[src/hw/rtl/cfr_pkg.sv]
// ============================================================================
// cfr_pkg: shared types for the chunked frame reassembler
// Word formats on the ports, the command passed from the classifier to the
// executor, and the result status codes.
// ============================================================================
package cfr_pkg;

    localparam int unsigned ADDR_W  = 15;
    localparam int unsigned FRAME_W = 32;
    localparam int unsigned COUNT_W = 16;
    localparam int unsigned VB_W    = 11;
    localparam int unsigned WPOS_W  = 7;
    localparam int unsigned WORD_W  = 64;
    localparam int unsigned LEN_W   = 19;

    typedef enum logic {
        OP_WRITE = 1'b0,
        OP_READ  = 1'b1
    } t_op;

    typedef enum logic [1:0] {
        ST_ACCEPT = 2'd0,
        ST_DROP   = 2'd1,
        ST_DONE   = 2'd2,
        ST_READ   = 2'd3
    } t_status;

    typedef struct packed {
        t_op                 operation;
        logic [FRAME_W-1:0]  frame_number;
        logic [COUNT_W-1:0]  chunk_position;
        logic [COUNT_W-1:0]  chunks_in_frame;
        logic [VB_W-1:0]     valid_bytes;
        logic [WPOS_W-1:0]   word_position;
        logic [WORD_W-1:0]   payload_word;
        logic                chunk_end;
        logic [ADDR_W-1:0]   read_word_address;
    } t_item;

    typedef struct packed {
        t_status             status;
        logic [FRAME_W-1:0]  done_frame;
        logic [LEN_W-1:0]    frame_length;
        logic [WORD_W-1:0]   read_word;
    } t_result;

    // One classified word on its way to the executor.
    typedef struct packed {
        t_status             status;
        logic                store;
        logic [ADDR_W-1:0]   addr;
        logic [WORD_W-1:0]   data;
        logic [FRAME_W-1:0]  done_frame;
        logic [COUNT_W-1:0]  limit_m1;
        logic [VB_W-1:0]     last_bytes;
        logic                rd_in_range;
    } t_cmd;

endpackage

[src/hw/rtl/cfr_cmd_queue.sv]
// ============================================================================
// cfr_cmd_queue: two-entry command queue
// Decouples the classifier from the executor; push and pop may coincide.
// ============================================================================
module cfr_cmd_queue (
    input  logic          i_clk,
    input  logic          i_rst_n,
    input  logic          i_push,
    input  cfr_pkg::t_cmd i_cmd,
    output logic          o_full,
    input  logic          i_pop,
    output logic          o_empty,
    output cfr_pkg::t_cmd o_cmd
);
    import cfr_pkg::*;

    t_cmd       r_slot [2];
    logic       r_wr, n_wr;
    logic       r_rd, n_rd;
    logic [1:0] r_count, n_count;
    logic       w_push;
    logic       w_pop;

    assign o_full  = (r_count == 2'd2);
    assign o_empty = (r_count == 2'd0);
    assign o_cmd   = r_slot[r_rd];
    assign w_push  = i_push && !o_full;
    assign w_pop   = i_pop && !o_empty;

    always_comb begin
        n_wr    = w_push ? !r_wr : r_wr;
        n_rd    = w_pop ? !r_rd : r_rd;
        n_count = r_count + 2'(w_push) - 2'(w_pop);
    end

    always_ff @(posedge i_clk) begin
        if (w_push) begin
            r_slot[r_wr] <= i_cmd;
        end
    end

    always_ff @(posedge i_clk) begin
        if (!i_rst_n) begin
            r_wr    <= 1'b0;
            r_rd    <= 1'b0;
            r_count <= 2'd0;
        end else begin
            r_wr    <= n_wr;
            r_rd    <= n_rd;
            r_count <= n_count;
        end
    end

endmodule

[config.mk]
export PLATFORM = sky130hd
export DESIGN_NAME = cfr_cmd_queue
export DESIGN_NICKNAME = d
export VERILOG_FILES = /design/src/hw/rtl/cfr_pkg.sv /design/src/hw/rtl/cfr_cmd_queue.sv
export SDC_FILE = /design/constraint.sdc
export NUM_CORES = 1
export LEC_CHECK = 0
export ABC_AREA = 1
export BUFFER_PORTS_ARGS = -buffer_cell sky130_fd_sc_hd__clkbuf_2
export CAP_MARGIN = 20
export CORE_AREA = 2 2 151 153
export DETAILED_ROUTE_END_ITERATION = 8
export DIE_AREA = 0 0 153 155
export PLACE_DENSITY = 0.77
export SLEW_MARGIN = 20
export SYNTH_ARGS = -nofsm -noshare
export SYNTH_HDL_FRONTEND = slang
export SYNTH_SLANG_ARGS = --single-unit
[constraint.sdc]
create_clock -name i_clk -period 8.8 [get_ports i_clk]
set_input_delay 0.88 -clock i_clk [delete_from_list [all_inputs] [get_ports i_clk]]
set_output_delay 0.88 -clock i_clk [all_outputs]
set_load 0.02 [all_outputs]
; ---- After elaboration in Yosys (flattened, before gate mapping)
; Memory sizes are Yosys's and may differ from the RTL's. A register that Yosys moved wholly into a read port is not among the register bits.
; Cells that the tools add are included.
[totals]
ramBits = 284
out_inout_bits = 144
wordCells = 18
regBits = 4
inputBits = 146
mem_count = 1
[mem_list]
columns = name, depth, width, read_ports, rd_clocked_by_memory_dff, write_ports, line
row1 = r_slot, 2, 142, 1, 1, 1, cfr_cmd_queue.sv:17  ; t_cmd r_slot [2];
[op_classes]
n_reduce_logical = 7
n_addsub = 2
n_eq_ne = 1
n_mux = 4
[ops]
columns = op, n
row1 = logical NOT 1 bit, 4
row2 = 2-to-1 mux 1 bit, 4
row3 = adder 2 x 1 -> 2 bit, 1
row4 = "equality test 2 bit, second input constant", 1
row5 = logical AND 1 bit, 2
row6 = logical NOT 2 bit, 1
row7 = subtractor 2 x 1 -> 2 bit, 1

; ---- Logic depth before layout (Yosys ltp)
[depth]
word_depth = 5
ltp_mapped = 11
mapped_depth_nobuf = 11

; ---- Worst setup path before layout
; Ideal clock, no wire load.
[synth_path]
path_type = input-to-reg
start = in i_push
end = mem r_slot[0][0] (netlist bit) (enable)
path_stages = 2
t_arrival_ns = 6.846
n_path_buf = 0
setup_ns = 0.645
required_ns = 8.155
slack_ns = 1.310
cell_sequence = nand2_1 -> nor2_1
[synth_between]
elab_chain_len = 3
[synth_rtl]
columns = item, line
row1 = from (decl), cfr_cmd_queue.sv:8  ; input logic i_push,
row2 = logical AND 1 bit, cfr_cmd_queue.sv:27  ; assign w_push = i_push && !o_full;
row3 = 2-to-1 mux 1 bit, cfr_cmd_queue.sv:37  ; if (w_push) begin
row4 = 2-to-1 mux 1 bit (implied by the code), cfr_cmd_queue.sv:38  ; r_slot[r_wr] <= i_cmd;
row5 = to (decl), cfr_cmd_queue.sv:17
; Every way passes these cells.

==> results.cfg <==
[synthesis]
seq_area_frac_synth = 0.798
post_synth_inst_count = 480
netlist_area_sq_um = 10800
post_synth.cell_area_avg_sq_um = 22.5
netlist_top_cells_area = sky130_fd_sc_hd__edfxtp_1, sky130_fd_sc_hd__mux2_4, sky130_fd_sc_hd__mux2_2, sky130_fd_sc_hd__buf_6, sky130_fd_sc_hd__dfxtp_1
yosys.cell_types.count = 12
number_of_synthesized_register_bits = 289
synth_top_cell_area_share = 0.788
synth_area_leader_cell = sky130_fd_sc_hd__edfxtp_1
syn_nets = 628
yosysWarningCount = 0

[clock_network]
clockRootBuffer = sky130_fd_sc_hd__clkbuf_16
cts.repair_timing.setup_buffer_count = 0
hold_buffers = 0
worstSkewPairLatency_ns = 0.52
clk_pin_slew_worst_paths_ns = 0.06
cts_max_path_buffers = 3
h-tree-depth = 1
cts.sink_count = 289
cts_tree = yes
numCtsBuffers = 29
post_cts_resize_count = 0

[layout]
final_core_utilization = 0.606
fin_cells = 1097
final_nets = 937
fillerInstances = 1604
flow.area_growth_from_synthesis_pct = 24.5
final_common_cell = sky130_fd_sc_hd__clkbuf_2
register_area_sq_um = 8630
share_of_post_route_cells_with_drive_strength_above_1 = 0.597
layout_common_cells = sky130_fd_sc_hd__clkbuf_2, sky130_fd_sc_hd__edfxtp_1, sky130_fd_sc_hd__mux2_4
multiInputGateArea_sq_um = 2020

[pwr]
p_switching_mw = 1.16
clock_power_share = 0.290
netSwitchingFraction = 0.286
cell_internal_pwr_mw = 2.89
power_frac_seq = 0.446
power_density_nw_per_um2 = 301
power.leakage_nw = 5.29
ir_worst_vdd_mv = 0.488
share_comb_of_total_power = 0.264

[detailed_routing]
via_count = 5396
post_drt_via_cell_ratio = 4.92
routed-wl-met3_um = 1530
detail_route.first_pass.iterations = 4
m1WireLength_um = 7210
route.antenna.remaining_nets = 0
wl_per_cell_um = 17.2
highest_layer = met4
route.detailed.drc = 0
drt_first_iter_violations = 317
total_wirelength_um = 18900
wl_met2_um = 9630

[hold_path]
hold_path_class = reg -> reg

[global_routing]
gr-total-overflow = 0
maximum_number_of_pins_on_one_net_before_global_route_repair = 78
grt_pass1_vias = 5486
grt.total_usage = 0.151
grt_first_pass_wirelength_um = 28200
number_of_antenna_violations_at_the_first_check_in_global_routing = 1

[timing]
setup-tns-final_ns = 0
slew-limit-headroom = 0.274
layout_worst_path_cycle_share = 0.391
final_report_max_slew_violation_count = 0
min_tclk_post_route_ns = 3.44
maxClockFrequency_mhz = 291
worst_clock_skew_ns = 0.00839
hold_viol = 0
worst_pin_slew_ns = 1.09
grt_setup_unrepaired = no
setup_viol_count_final = 0

[critical_path]
path_class = reg -> out
timing.critical_path.fanout_max = 63
setup.worst_path.start_class = register
worst-endpoint-required_ns = 7.92
worstSetupEndpointType = output port
worst_ep_arrival_time_ns = 2.56

[die]
core_sq_um = 22200
fp-row-count = 55
fp.dieH_um = 155
io_pins = 290
design.die.area_sq_um = 23700
initial_core_util = 0.487
floorplan.die.width_um = 153

[placement]
dp_hpwl_um = 12400
number_of_placed_instances_taps_included = 1043
gpl.final_weighted_congestion = 0.742
port_buffers = 289

[job]
timing.max_cap.violations = 0

[run_status]
outcome = completed
-- area by class of cell --
type | count | share of cell area
clock inverters | 12 | 0.00920
inverters | 9 | 0.00288
diodes | 1 | 0.000186
multi-input cells | 166 | 0.150
flip-flops and latches | 289 | 0.641
clock buffers | 41 | 0.0602
repair buffers | 294 | 0.110
well taps | 285 | 0.0265
-- kinds of logic (layout without fill, tap and decap cells) --
kind of cell,after synthesis,count (layout),share of synthesized area
other cells,0,1,0
buf+inv,25,356,0.0163
compound gates,2,2,0.000925
flops,289,289,0.798
fa+ha+maj,2,2,0.00231
simple gates,20,20,0.00729
mux,142,142,0.176
-- metrics by stage --
stage	worst slack (ns)	area, sq um	hold WS (ns)	power (mW)
2_1_floorplan	1.31	10800	0.467	2.64
3_3_place_gp	5.77	12500	0.487	2.90
3_5_place_dp	5.75	12500	0.495	2.92
4_1_cts	5.32	13500	0.499	4.10
5_1_grt	5.22	13500	0.514	4.23
6_report	5.36	13500	0.502	4.05
-- flip-flops by register name, summed over array words and instances, names as in the netlist, named ones only --
signal	cells
r_slot	284
r_count	2
r_rd	1
r_wr	1
-- power groups by stage --
stage / clock (mW) / sequential, mW / combinational (mW)
after floorplan: 0 / 1.85 / 0.795
after global placement: 0 / 1.82 / 1.08
after detailed placement: 0 / 1.84 / 1.09
after CTS: 1.21 / 1.81 / 1.09
after global routing: 1.26 / 1.82 / 1.14
final: 1.18 / 1.81 / 1.07
-- routing by layer --
layer | GRT usage | vias up
met5 | 0 | -
met1 | 0.177 | 2628
met2 | 0.266 | 215
met3 | 0.0448 | 41
met4 | 0.0516 | 0
li1 | - | 2512
-- Yosys cell counts --
cell                       instances
sky130_fd_sc_hd__nand3_1           3
sky130_fd_sc_hd__ha_1              2
sky130_fd_sc_hd__nand2_1           9
sky130_fd_sc_hd__nor2_1            8
sky130_fd_sc_hd__edfxtp_1        284
sky130_fd_sc_hd__buf_2             6
sky130_fd_sc_hd__mux2_2           62
sky130_fd_sc_hd__dfxtp_1           5
sky130_fd_sc_hd__buf_6            10
sky130_fd_sc_hd__mux2_4           80
sky130_fd_sc_hd__inv_1             9
sky130_fd_sc_hd__a21oi_1           2
-- final timing paths --
| path | depth (start not counted) | to | startpoint | slack, ns |
|---|---|---|---|---|
| worst min register to register | 2 | register | r_rd | 0.50 |
| worst min-delay path | 2 | register | r_rd | 0.50 |
| worst max register to register | 5 | r_slot[1][114] | r_count[0] | 6.25 |
| worst max-delay path | 3 | o_cmd[23] | register | 5.36 |
-- critical path, cell delays in order, from the launching register on --
cell,delay (ns)
sky130_fd_sc_hd__dfxtp_4,0.55
sky130_fd_sc_hd__buf_4,0.80
sky130_fd_sc_hd__mux2_2,0.41
sky130_fd_sc_hd__clkbuf_2,0.16
Power figures use the tool's default switching activity.
